===== src/hw/rtl/tnc_pkg.sv =====
// Shared types and constants for the tag nesting checker.
// Used by tnc_parse, tnc_stack and tag_nesting_checker_core; depends on nothing.
package tnc_pkg;

   // Stack geometry
   localparam int STACK_DEPTH = 32;
   localparam int CNT_W       = $clog2(STACK_DEPTH + 1);
   localparam int IDX_W       = (STACK_DEPTH > 1) ? $clog2(STACK_DEPTH) : 1;

   // Tag letters: 0..25 for A..Z, NO_TAG for none
   localparam int LETTER_W = 5;
   localparam logic [LETTER_W-1:0] NO_TAG = 5'd26;

   // Characters of interest
   localparam logic [7:0] CH_NEWLINE = 8'd10;
   localparam logic [7:0] CH_SLASH   = 8'd47;
   localparam logic [7:0] CH_OPEN    = 8'd60;
   localparam logic [7:0] CH_CLOSE   = 8'd62;
   localparam logic [7:0] CH_A       = 8'd65;
   localparam logic [7:0] CH_Z       = 8'd90;

   // Line status codes
   typedef enum logic [2:0] {
      ST_CORRECT     = 3'd0,
      ST_WRONG_ORDER = 3'd1,
      ST_EXTRA_CLOSE = 3'd2,
      ST_UNCLOSED    = 3'd3,
      ST_NO_TAGS     = 3'd4,
      ST_OVERFLOW    = 3'd5
   } line_status_type;

   // Tag events from the parser, valid for one cycle
   typedef struct packed {
      logic                nl;      // end of line
      logic                push;    // opening tag completed
      logic                close;   // closing tag letter arrived
      logic [LETTER_W-1:0] letter;
   } tnc_event_type;

   // Line summary given at end of line
   typedef struct packed {
      line_status_type     status;
      logic [LETTER_W-1:0] expected;
      logic [LETTER_W-1:0] found;
   } tnc_result_type;

endpackage


===== src/hw/rtl/tag_nesting_checker_core.sv =====
// Top level of the tag nesting checker: request register, parser, stack, response register.
// Depends on tnc_pkg, tnc_parse and tnc_stack.
//
//   channel | ports                                              | direction
//   req     | req_valid, req_ready, req_text_byte                | in
//   rsp     | rsp_valid, rsp_ready, rsp_line_status,             | out
//           | rsp_expected_tag, rsp_found_tag                    |
//
// One request per cycle is accepted unless a newline stalls; each byte is handled while it
// sits in the request register, with a single stack-top compare and push or pop.
// Only a newline produces a response, loaded at the edge that processes the newline.
// A newline held behind an untaken response stalls the request side.
// Reset (synchronous) empties the stack and both pipeline registers.
module tag_nesting_checker_core (
   input  logic                          clock,
   input  logic                          reset,
   input  logic                          req_valid,
   output logic                          req_ready,
   input  logic [7:0]                    req_text_byte,
   output logic                          rsp_valid,
   input  logic                          rsp_ready,
   output logic [2:0]                    rsp_line_status,
   output logic [tnc_pkg::LETTER_W-1:0]  rsp_expected_tag,
   output logic [tnc_pkg::LETTER_W-1:0]  rsp_found_tag
);

   logic                         in_valid_ff;
   logic [7:0]                   in_byte_ff;
   logic                         is_nl;
   logic                         fire;
   logic                         rsp_valid_ff;
   tnc_pkg::tnc_result_type      rsp_ff;
   tnc_pkg::tnc_event_type       ev;
   tnc_pkg::tnc_result_type      result;

   // Advance the held byte unless it is a newline facing a full, untaken response slot
   assign is_nl     = (in_byte_ff == tnc_pkg::CH_NEWLINE);
   assign fire      = in_valid_ff && (!is_nl || !rsp_valid_ff || rsp_ready);
   assign req_ready = !in_valid_ff || fire;

   // Capture requests
   always_ff @(posedge clock) begin
      if (reset) begin
         in_valid_ff <= 1'b0;
      end else if (req_ready) begin
         in_valid_ff <= req_valid;
      end
   end

   always_ff @(posedge clock) begin
      if (req_ready && req_valid) begin
         in_byte_ff <= req_text_byte;
      end
   end

   tnc_parse u_parse (
      .clock     (clock),
      .reset     (reset),
      .fire      (fire),
      .text_byte (in_byte_ff),
      .ev        (ev)
   );

   tnc_stack u_stack (
      .clock  (clock),
      .reset  (reset),
      .ev     (ev),
      .result (result)
   );

   // Load the response at end of line, drop it once taken
   always_ff @(posedge clock) begin
      if (reset) begin
         rsp_valid_ff <= 1'b0;
      end else if (ev.nl) begin
         rsp_valid_ff <= 1'b1;
      end else if (rsp_ready) begin
         rsp_valid_ff <= 1'b0;
      end
   end

   always_ff @(posedge clock) begin
      if (ev.nl) begin
         rsp_ff <= result;
      end
   end

   assign rsp_valid        = rsp_valid_ff;
   assign rsp_line_status  = rsp_ff.status;
   assign rsp_expected_tag = rsp_ff.expected;
   assign rsp_found_tag    = rsp_ff.found;

`ifndef ASSERT_OFF
   a_nl_stall: assert property (@(posedge clock) disable iff (reset)
      (in_valid_ff && is_nl && rsp_valid_ff && !rsp_ready) |-> !req_ready && !ev.nl)
      else $error("newline advanced over an untaken response");

   a_rsp_from_nl: assert property (@(posedge clock) disable iff (reset)
      $rose(rsp_valid_ff) |-> $past(ev.nl))
      else $error("response without end of line");

   a_nonl_flows: assert property (@(posedge clock) disable iff (reset)
      (in_valid_ff && !is_nl) |-> req_ready)
      else $error("ordinary byte stalled the request side");
`endif

endmodule


===== src/hw/rtl/tnc_parse.sv =====
// Tag parser: tracks where a byte falls relative to '<', '</' and '>'.
// Depends on tnc_pkg; emits tnc_pkg::tnc_event_type for the stack unit.
module tnc_parse (
   input  logic                 clock,
   input  logic                 reset,
   input  logic                 fire,
   input  logic [7:0]           text_byte,
   output tnc_pkg::tnc_event_type ev
);

   typedef enum logic [1:0] {
      PH_OUTSIDE  = 2'd0,
      PH_LT       = 2'd1,
      PH_LT_SLASH = 2'd2,
      PH_OPEN_TAG = 2'd3
   } phase_type;

   phase_type                       phase_ff, phase_in;
   logic [tnc_pkg::LETTER_W-1:0]    pending_ff, pending_in;
   logic                            is_upper;
   logic [tnc_pkg::LETTER_W-1:0]    letter;
   logic [7:0]                      byte_off;
   logic                            push_c, close_c;

   // Classify the byte
   assign is_upper = (text_byte >= tnc_pkg::CH_A) && (text_byte <= tnc_pkg::CH_Z);
   assign byte_off = text_byte - tnc_pkg::CH_A;
   assign letter   = is_upper ? byte_off[tnc_pkg::LETTER_W-1:0] : '0;

   // Next phase and tag events
   always_comb begin
      phase_in   = phase_ff;
      pending_in = pending_ff;
      push_c     = 1'b0;
      close_c    = 1'b0;
      if (text_byte == tnc_pkg::CH_NEWLINE) begin
         phase_in   = PH_OUTSIDE;
         pending_in = '0;
      end else begin
         case (phase_ff)
            PH_LT: begin
               if (text_byte == tnc_pkg::CH_SLASH) begin
                  phase_in = PH_LT_SLASH;
               end else if (is_upper) begin
                  pending_in = letter;
                  phase_in   = PH_OPEN_TAG;
               end else if (text_byte != tnc_pkg::CH_OPEN) begin
                  phase_in = PH_OUTSIDE;
               end
            end
            PH_LT_SLASH: begin
               if (is_upper) begin
                  close_c  = 1'b1;
                  phase_in = PH_OUTSIDE;
               end else if (text_byte == tnc_pkg::CH_OPEN) begin
                  phase_in = PH_LT;
               end else begin
                  phase_in = PH_OUTSIDE;
               end
            end
            PH_OPEN_TAG: begin
               if (text_byte == tnc_pkg::CH_CLOSE) begin
                  push_c   = 1'b1;
                  phase_in = PH_OUTSIDE;
               end else if (text_byte == tnc_pkg::CH_OPEN) begin
                  phase_in = PH_LT;
               end
            end
            default: begin
               if (text_byte == tnc_pkg::CH_OPEN) begin
                  phase_in = PH_LT;
               end
            end
         endcase
      end
   end

   // Events count only on an advancing request
   assign ev.nl     = fire && (text_byte == tnc_pkg::CH_NEWLINE);
   assign ev.push   = fire && push_c;
   assign ev.close  = fire && close_c;
   assign ev.letter = push_c ? pending_ff : letter;

   // Hold phase and pending letter
   always_ff @(posedge clock) begin
      if (reset) begin
         phase_ff   <= PH_OUTSIDE;
         pending_ff <= '0;
      end else if (fire) begin
         phase_ff   <= phase_in;
         pending_ff <= pending_in;
      end
   end

endmodule


===== src/hw/rtl/tnc_stack.sv =====
// Open-tag stack with first-error capture and end-of-line summary.
// Depends on tnc_pkg; consumes events from tnc_parse.
module tnc_stack (
   input  logic                   clock,
   input  logic                   reset,
   input  tnc_pkg::tnc_event_type ev,
   output tnc_pkg::tnc_result_type result
);

   logic [tnc_pkg::LETTER_W-1:0] stack_ff [tnc_pkg::STACK_DEPTH];
   logic [tnc_pkg::CNT_W-1:0]    count_ff, count_in;
   tnc_pkg::line_status_type     err_ff, err_in;
   logic [tnc_pkg::LETTER_W-1:0] err_exp_ff, err_exp_in;
   logic [tnc_pkg::LETTER_W-1:0] err_fnd_ff, err_fnd_in;
   logic                         seen_ff, seen_in;
   logic                         wr_en;
   logic [tnc_pkg::CNT_W-1:0]    top_pos;
   logic [tnc_pkg::LETTER_W-1:0] top;
   logic                         empty, full;

   // Read the top entry
   assign empty   = (count_ff == '0);
   assign full    = (count_ff == tnc_pkg::CNT_W'(tnc_pkg::STACK_DEPTH));
   assign top_pos = count_ff - tnc_pkg::CNT_W'(1);
   assign top     = stack_ff[top_pos[tnc_pkg::IDX_W-1:0]];

   // Update count and keep the first error of the line
   always_comb begin
      count_in   = count_ff;
      err_in     = err_ff;
      err_exp_in = err_exp_ff;
      err_fnd_in = err_fnd_ff;
      seen_in    = seen_ff;
      wr_en      = 1'b0;
      if (ev.nl) begin
         count_in   = '0;
         err_in     = tnc_pkg::ST_CORRECT;
         err_exp_in = tnc_pkg::NO_TAG;
         err_fnd_in = tnc_pkg::NO_TAG;
         seen_in    = 1'b0;
      end else if (ev.push) begin
         seen_in = 1'b1;
         if (full) begin
            if (err_ff == tnc_pkg::ST_CORRECT) begin
               err_in     = tnc_pkg::ST_OVERFLOW;
               err_exp_in = ev.letter;
               err_fnd_in = tnc_pkg::NO_TAG;
            end
         end else begin
            wr_en    = 1'b1;
            count_in = count_ff + tnc_pkg::CNT_W'(1);
         end
      end else if (ev.close) begin
         seen_in = 1'b1;
         if (empty) begin
            if (err_ff == tnc_pkg::ST_CORRECT) begin
               err_in     = tnc_pkg::ST_EXTRA_CLOSE;
               err_exp_in = tnc_pkg::NO_TAG;
               err_fnd_in = ev.letter;
            end
         end else begin
            if ((top != ev.letter) && (err_ff == tnc_pkg::ST_CORRECT)) begin
               err_in     = tnc_pkg::ST_WRONG_ORDER;
               err_exp_in = top;
               err_fnd_in = ev.letter;
            end
            count_in = top_pos;
         end
      end
   end

   // Summarize the line
   always_comb begin
      if (err_ff != tnc_pkg::ST_CORRECT) begin
         result.status   = err_ff;
         result.expected = err_exp_ff;
         result.found    = err_fnd_ff;
      end else if (!empty) begin
         result.status   = tnc_pkg::ST_UNCLOSED;
         result.expected = top;
         result.found    = tnc_pkg::NO_TAG;
      end else if (!seen_ff) begin
         result.status   = tnc_pkg::ST_NO_TAGS;
         result.expected = tnc_pkg::NO_TAG;
         result.found    = tnc_pkg::NO_TAG;
      end else begin
         result.status   = tnc_pkg::ST_CORRECT;
         result.expected = tnc_pkg::NO_TAG;
         result.found    = tnc_pkg::NO_TAG;
      end
   end

   // Write pushed letters
   always_ff @(posedge clock) begin
      if (wr_en) begin
         stack_ff[count_ff[tnc_pkg::IDX_W-1:0]] <= ev.letter;
      end
   end

   // Hold line state
   always_ff @(posedge clock) begin
      if (reset) begin
         count_ff   <= '0;
         err_ff     <= tnc_pkg::ST_CORRECT;
         err_exp_ff <= tnc_pkg::NO_TAG;
         err_fnd_ff <= tnc_pkg::NO_TAG;
         seen_ff    <= 1'b0;
      end else begin
         count_ff   <= count_in;
         err_ff     <= err_in;
         err_exp_ff <= err_exp_in;
         err_fnd_ff <= err_fnd_in;
         seen_ff    <= seen_in;
      end
   end

`ifndef ASSERT_OFF
   a_count_bound: assert property (@(posedge clock) disable iff (reset)
      count_ff <= tnc_pkg::CNT_W'(tnc_pkg::STACK_DEPTH))
      else $error("stack count beyond depth");

   a_line_clear: assert property (@(posedge clock) disable iff (reset)
      ev.nl |=> (count_ff == '0) && (err_ff == tnc_pkg::ST_CORRECT) && !seen_ff)
      else $error("line state not cleared at end of line");

   a_first_error_kept: assert property (@(posedge clock) disable iff (reset)
      (err_ff != tnc_pkg::ST_CORRECT) && !ev.nl |=> $stable(err_ff) && $stable(err_exp_ff))
      else $error("first error of line overwritten");

   a_one_event: assert property (@(posedge clock) disable iff (reset)
      $onehot0({ev.nl, ev.push, ev.close}))
      else $error("more than one tag event in a cycle");
`endif

endmodule


===== config.mk =====
export PLATFORM = sky130hd
export DESIGN_NAME = tag_nesting_checker_core
export DESIGN_NICKNAME = d
export VERILOG_FILES = /design/src/hw/rtl/tnc_pkg.sv /design/src/hw/rtl/tag_nesting_checker_core.sv /design/src/hw/rtl/tnc_parse.sv /design/src/hw/rtl/tnc_stack.sv
export SDC_FILE = /design/constraint.sdc
export NUM_CORES = 1
export LEC_CHECK = 0
export BUFFER_PORTS_ARGS = -buffer_cell sky130_fd_sc_hd__clkbuf_2
export CORE_ASPECT_RATIO = 2
export CORE_MARGIN = 2
export CORE_UTILIZATION = 60
export DETAILED_ROUTE_END_ITERATION = 6
export GPL_TIMING_DRIVEN = 0
export PLACE_DENSITY_LB_ADDON = 0.25
export SETUP_SLACK_MARGIN = 0.02
export SLEW_MARGIN = 20
export SYNTH_ARGS = -nofsm -noshare
export SYNTH_HDL_FRONTEND = slang
export SYNTH_SLANG_ARGS = --single-unit
export TNS_END_PERCENT = 50

===== constraint.sdc =====
create_clock -name clock -period 4.4 [get_ports clock]
set_clock_uncertainty 0.05 [all_clocks]
set_input_delay 0 -clock clock [delete_from_list [all_inputs] [get_ports clock]]
set_output_delay 0 -clock clock [all_outputs]
set_load 0.005 [all_outputs]

==> results of run 1 <==
## flip-flops by register name, indices dropped and copies added, names as in the netlist
signal	count
rsp_line_status	3
u_parse.phase_ff	2
u_stack.count_ff	6
u_stack.err_fnd_ff	5
u_stack.stack_ff	160
rsp_expected_tag	5
in_byte_ff	8
rsp_valid	1
u_parse.pending_ff	5
u_stack.err_ff	3
u_stack.seen_ff	1
u_stack.err_exp_ff	5
rsp_found_tag	5
in_valid_ff	1
## routing by layer
layer | wire length (um) | vias to the layer above | track usage, %
met2 | 11100 | 227 | 48.4
met3 | 954 | 66 | 3.07
met4 | 968 | 0 | 11.5
met1 | 7200 | 2650 | 28.6
li1 | - | 2393 | -
met5 | 0 | - | 0
## kinds of logic after synthesis
family / count (synthesis) / share of synthesized area, %
AO/OA/AOI/OAI: 78 / 5.74
XOR/XNOR: 14 / 1.45
adder cells (fa/ha/maj): 10 / 1.39
buffers and inverters: 43 / 2.11
flip-flops: 210 / 66.8
multiplexers: 63 / 12.6
AND/OR/NAND/NOR: 174 / 9.86
## worst paths after layout
| path | from | endpoint | slack [ns] | cells after the start |
|---|---|---|---|---|
| worst max-delay path | u_stack.count_ff[0] | u_stack.err_exp_ff[1] | 0.30 | 16 |
| worst min-delay path | req_text_byte[3] | in_byte_ff[3] | 0.18 | 2 |
| worst max register to register | u_stack.count_ff[0] | u_stack.err_exp_ff[1] | 0.30 | 16 |
| worst min register to register | u_stack.err_fnd_ff[0] | u_stack.err_fnd_ff[0] | 0.41 | 2 |
## where the power goes
group	internal, mW	leakage [nW]	switching [mW]
clock	0.851	0.276	0.678
combinational	0.0279	1.14	0.0479
sequential	2.16	1.80	0.00859
## cell usage in the layout (no fill, tap or decap), types with 14 or more instances in the layout
cell,count
a21oi_1,14
clkbuf_1,14
clkbuf_16,19
clkbuf_2,26
dfxtp_1,29
edfxtp_1,181
inv_1,16
mux2i_1,20
mux4_2,40
nand2_1,39
nor2_1,58
nor3_1,16
o21ai_0,19
o21ai_1,14
## what timing repair did
| action | 4_1_cts | 5_1_grt |
|---|---|---|
| pin swaps | 0 | 0 |
| hold buffers | 12 | 0 |
| endpoints found under the setup margin | 8 | 3 |
| hold endpoints to repair | 28 | 0 |
| resized for setup | 6 | 6 |
## synthesized netlist by cell type (3+ instances only)
master     instances
edfxtp_1         181
nor2_1            58
mux4_2            40
nand2_1           39
dfxtp_1           29
mux2i_1           20
o21ai_0           19
inv_1             17
nor3_1            16
a21oi_1           14
o21ai_1           14
clkbuf_1          10
ha_1              10
nand3_1           10
xnor2_1            9
buf_2              8
nand2b_1           7
nand4_1            7
and2_1             6
a2bb2oi_1          5
a211oi_2           4
buf_1              4
o21bai_1           4
xor2_1             4
a31oi_1            3
buf_4              3
mux2_2             3
or3_1              3
## final cells by class
class                           instances  area (um2)  area share (%)
Sequential cell                       210        6020            59.8
Multi-Input combinational cell        339        2790            27.8
Clock buffer                           23         490            4.88
Timing Repair Buffer                   38         250            2.49
Tap cell                              195         244            2.43
Buffer                                 26         130            1.29
Clock inverter                          9        70.1           0.697
Inverter                               17        63.8           0.634
==> parameters.txt, run 1 <==
Parameter                              Value

Floorplan
  Core Box Area ... around 15000 um2
  Die span in x ... 90.6 um
  Initial core utilization ... 61.1%
  Die outline height ... about 180 um
  Top-level port count ... 27
  Total die area ... roughly 16000 um2
  Number of rows created at floorplan ... 63

Power and ir drop
  Peak supply drop ... 0.000354 V
  Power after layout ... 3.77 mW
  Leakage power ... 3.21 nW
  Areal power density over the cells ... 375 nW/um2

Global route
  Global-route wire length before repair ... 30600 um
  Total global-route track usage ... 25.7%
  Number of global-route vias before repair ... 5392
  Maximum number of pins on one net before global-route repair ... 36
  Global route total overflow ... 0
  Number of antenna violations at the first check in global routing ... 0

Clock tree
  H-tree Lvls ... 1
  CTS tree ... yes
  Clock latency on the worst-skew pair ... 0.49 ns
  Clk slew on worst S/H paths ... 0.07 ns
  Setup fix buffers added after clock tree synthesis ... 0
  Root cell of the clock tree ... clkbuf_16
  Number of sinks handled by clock tree synthesis ... 210
  Clock buffer count from CTS ... 18
  Maximum clock insertion buffer count ... 3

Route
  Violation count after the first detailed-route iteration ... 425
  Number of antenna-violating nets in the routed design ... 0
  Post-detailed-route via-to-cell ratio ... just over 6
  DRC violation count after routing ... 0
  Total number of vias ... around 5300
  Average wire length per cell after detail routing ... 23.6 um
  Detailed-router iteration count before antenna repair ... 5
  Total routed wirelength ... 20200 um

Synthesis
  Number of standard cells after synthesis ... 592
  Number of enable-type register cells in the synthesized netlist ... between 150 and 200
  Part of the Yosys area used for sequential elements ... 66.8%
  Flops & latches, synth ... 210
  Leading register cell type out of synthesis ... edfxtp_1
  Cells taking the most area after synthesis ... edfxtp_1 (60%), mux4_2 (10%), dfxtp_1 (6.5%), nor2_1 (2.4%), mux2i_1 (2.2%)
  YS warnings ... 0
  Share of flip-flops with an asynchronous set or reset ... 0%
  Net count after synthesis ... 614
  Cell type contributing the most total cell area after synthesis ... edfxtp_1
  Post-synthesis cell area ... 9000 um2
  Synthesized area divided by synthesized cell count ... 15.2 um2
  Number of distinct library cells after synthesis ... 61
  Share of Yosys cell area claimed by the top area cell type ... between 60 and 70%

Timing
  Peak clock frequency supported by timing ... ~240 MHz
  Number of pins with negative max-slew slack in the final report ... 0
  Min cycle time layout ... between 4 and 5 ns
  Final hold violation count ... 0
  Setup TNS ... 0 ns
  Worst setup slack after layout ... between 0.2 and 0.3 ns
  Final setup violating endpoints ... 0
  Slew headroom ... 28.6%
  Worst-Margin Slew ... 1.07 ns
  Hold slack final ... 0.178 ns
  Final period util ... 93.2%
  Unrepaired setup endpoints after global routing ... no

Critical path
  Endpoint kind of the worst setup timing path ... register
  Crit path cell chain ... buf_4 > buf_4 > inv_1 > ha_1 > clkbuf_1 > buf_2 > mux4_2 > mux2i_1 > nand2_1 > nand4_1 > xnor2_1 > nand4_1 > o21ba_1 > buf_6 > a31oi_1 > o21ai_1
  Arrival time at the worst endpoint ... 4.42 ns
  Top delay family on crit path ... buffers and inverters
  Critical Path Source Type ... register
  CP Data Required Time ... 4.72 ns
  Crit path kind ... register to register
  Worst-path fanout max ... 10
  CP bufs+invs ... 6
  Highest-delay cell along the critical path ... dfxtp_1
  Maximum single-stage delay on the critical path ... 0.40 ns

Placed design
  I/O Buffers ... 26
  Placed instance area ... roughly 9400 um2
  HPWL after detailed placement ... 13700 um
  Worst setup slack after placement ... -0.0278 ns
  Final estimated routing congestion in global placement ... 0.913
  Number of instances in the placed design ... 813

Run
  # Max-Cap Violations ... 0

Run status
  Status ... completed

Layout
  Layout cells sized above 1 ... a little under a fifth
  Number of non-filler instances in the completed layout ... 857
  Synth-to-Final Area Change ... 11.8%
  Final Util ... 68.2%
  Layout fillers ... 1010
  Total inserted antenna cells ... 0
  Fin area ... 10100 um2
  Final #Nets ... approximately 670

Hold path
  Path category of the worst min-delay check ... primary input to register
Note: power is estimated with default switching activity, not from simulation.
==> run 2: changes to the inputs <==
Settings changed: CELL_PAD_IN_SITES_DETAIL_PLACEMENT from default to 0, CELL_PAD_IN_SITES_GLOBAL_PLACEMENT from default to 1, CORE_UTILIZATION 60 to 53, SLEW_MARGIN 20 to default.
==> parameters.txt, run 2 (same netlist as run 1, synthesis figures left out) <==
Parameter                              Value

Layout
  Most common cell after layout, fill and taps aside ... edfxtp_1
  Most used cells in the layout excluding fill and tap cells ... edfxtp_1 (181), nor2_1 (58), mux4_2 (40)
  Final Util ... 60.6%
  Max reg flops ... 160
  Number of non-filler instances in the completed layout ... 869
  Layout cells sized above 1 ... 19.0%
  Synth-to-Final Area Change ... 12.2%
  Final #Nets ... slightly below 700
  Fin area ... a little over 10000 um2
  Total inserted antenna cells ... 0

Timing
  Final period util ... 92.8%
  Unrepaired setup endpoints after global routing ... no
  Worst-Margin Slew ... 1.12 ns
  Final hold violation count ... 0
  Setup TNS ... 0 ns
  Final setup violating endpoints ... 0
  Hold slack final ... a little under 0.2 ns
  Slew headroom ... 25.4%
  Peak clock frequency supported by timing ... 245 MHz
  Min cycle time layout ... 4.08 ns
  Number of pins with negative max-slew slack in the final report ... 0
  Worst setup slack after layout ... 0.317 ns

Critical path
  Endpoint kind of the worst setup timing path ... register
  Startpoint of the most critical register-to-register path ... u_stack.count_ff[0]
  Slack of the worst reg-to-reg path ... 0.32 ns
  Maximum single-stage delay on the critical path ... roughly 0.40 ns
  Endpoint of the lowest-slack register-to-register path ... u_stack.err_exp_ff[4]
  Worst-case reg-to-reg path depth ... 16
  Crit path cell chain ... buf_4 > buf_4 > inv_1 > ha_1 > clkbuf_1 > buf_2 > mux4_2 > mux2i_1 > o21ai_0 > nand4_1 > xnor2_1 > nand4_1 > o21ba_1 > buf_6 > a21oi_1 > o21ai_1
  Highest-delay cell along the critical path ... dfxtp_1
  Critical Path Source Type ... register
  CP bufs+invs ... 6
  Crit path kind ... register to register
  Top delay family on crit path ... buffers and inverters
  CP Data Required Time ... ~4.7 ns
  Arrival time at the worst endpoint ... 4.40 ns
  Worst-path fanout max ... 10

Placed design
  Placed instance area ... around 9400 um2
  Final estimated routing congestion in global placement ... 0.987
  Number of instances in the placed design ... 825
  Worst setup slack after placement ... -0.0322 ns
  I/O Buffers ... 26
  HPWL after detailed placement ... 14600 um

Clock tree
  H-tree Lvls ... 1
  Clk slew on worst S/H paths ... 0.07 ns
  CTS tree ... yes
  Number of sinks handled by clock tree synthesis ... between 200 and 250
  Maximum clock insertion buffer count ... 3
  Setup fix buffers added after clock tree synthesis ... 0
  Clock buffer count from CTS ... 19
  Root cell of the clock tree ... clkbuf_16
  Clock latency on the worst-skew pair ... 0.48 ns

Floorplan
  Total die area ... 18100 um2
  Top-level port count ... 27
  Number of rows created at floorplan ... 67
  Initial core utilization ... a little over half
  Die span in x ... 96.1 um
  Die outline height ... roughly 190 um
  Core Box Area ... roughly 17000 um2

Run status
  Status ... completed

Power and ir drop
  Sequential group share of total power ... 56.5%
  Internal power of the cells ... 3.09 mW
  Areal power density over the cells ... 379 nW/um2
  Switching power of the nets ... approximately 0.74 mW
  Peak supply drop ... 0.000274 V
  Power after layout ... about 3.8 mW
  Net switching fraction of the power ... 19.3%
  Clock network fraction of total power ... 41.5%
  Leakage power ... 3.23 nW
  Combinational share of power ... 2.0%

Hold path
  Hold Path Depth ... 2
  Destination of the worst hold path ... in_byte_ff[6]
  Path category of the worst min-delay check ... primary input to register
  Startpoint of the worst hold path ... req_text_byte[6]

Route
  Average wire length per cell after detail routing ... 23.5 um
  Detailed-router iteration count before antenna repair ... 5
  Post-detailed-route via-to-cell ratio ... 5.98
  Total number of vias ... 5197
  Number of antenna-violating nets in the routed design ... 0
  DRC violation count after routing ... 0
  Violation count after the first detailed-route iteration ... between 300 and 400
  Total routed wirelength ... 20400 um

Global route
  Global-route wire length before repair ... 31000 um
  Maximum number of pins on one net before global-route repair ... 36
  Number of global-route vias before repair ... 5520
  Total global-route track usage ... between 20% and 30%
  Number of antenna violations at the first check in global routing ... 0
  Global route total overflow ... 0

Run
  # Max-Cap Violations ... 0
[run 2: what timing repair did]
action / CTS / global route
gates cloned: 0 / 0
hold buffers: 12 / 0
pin swaps: 0 / 0
hold endpoints to repair: 15 / 0
gates resized for setup: 2 / 6
endpoints found under the setup margin: 8 / 11
[run 2: how the worst max path moves through the flow]
stage	to	cells after the start	slack [ns]	startpoint
2_1_floorplan	u_stack.err_fnd_ff[4]	15	1.16	u_stack.count_ff[0]
3_3_place_gp	u_stack.err_exp_ff[1]	16	-0.02	u_stack.count_ff[0]
3_5_place_dp	u_stack.err_exp_ff[3]	16	-0.03	u_stack.count_ff[0]
4_1_cts	u_stack.err_exp_ff[4]	16	0.04	u_stack.count_ff[0]
5_1_grt	u_stack.err_exp_ff[3]	16	0.07	u_stack.count_ff[0]
6_report	u_stack.err_exp_ff[4]	16	0.32	u_stack.count_ff[0]
[run 2: layout make-up]
class | instances | area (um2)
plain buffers | 26 | 130
clock buffers | 26 | 533
clock inverters | 6 | 56.3
fillers | 1328 | 6580
inverters | 17 | 63.8
multi-input cells | 339 | 2790
flip-flops and latches | 210 | 6020
well taps | 207 | 259
repair buffers | 38 | 250
[run 2: routing by layer]
metal  part of all wire (%)  global-route usage (%)  vias to the layer above
met5                      0                       0                        -
met4                    5.2                    11.0                        0
met3                    3.3                    2.80                       53
met2                     56                    43.5                      133
met1                     35                    25.4                     2620
li1                       -                       -                     2391
[run 2: worst reg2reg max path: stages (launching register included)]
cell	delay, ns
dfxtp_1	0.40
buf_4	0.27
buf_4	0.27
inv_1	0.13
ha_1	0.31
clkbuf_1	0.18
buf_2	0.39
mux4_2	0.39
mux2i_1	0.28
o21ai_0	0.16
nand4_1	0.20
xnor2_1	0.15
nand4_1	0.14
o21ba_1	0.27
buf_6	0.16
a21oi_1	0.13
o21ai_1	0.09
[run 2: power by group through the flow]
stage,Clock (mW),Sequential (mW),Combinational (mW)
after global routing,1.70,2.17,0.0838
final,1.59,2.17,0.0760
after detailed placement,0,2.21,0.0690
after CTS,1.61,2.17,0.0775
after global placement,0,2.21,0.0647
after floorplan,0,2.21,0.0425
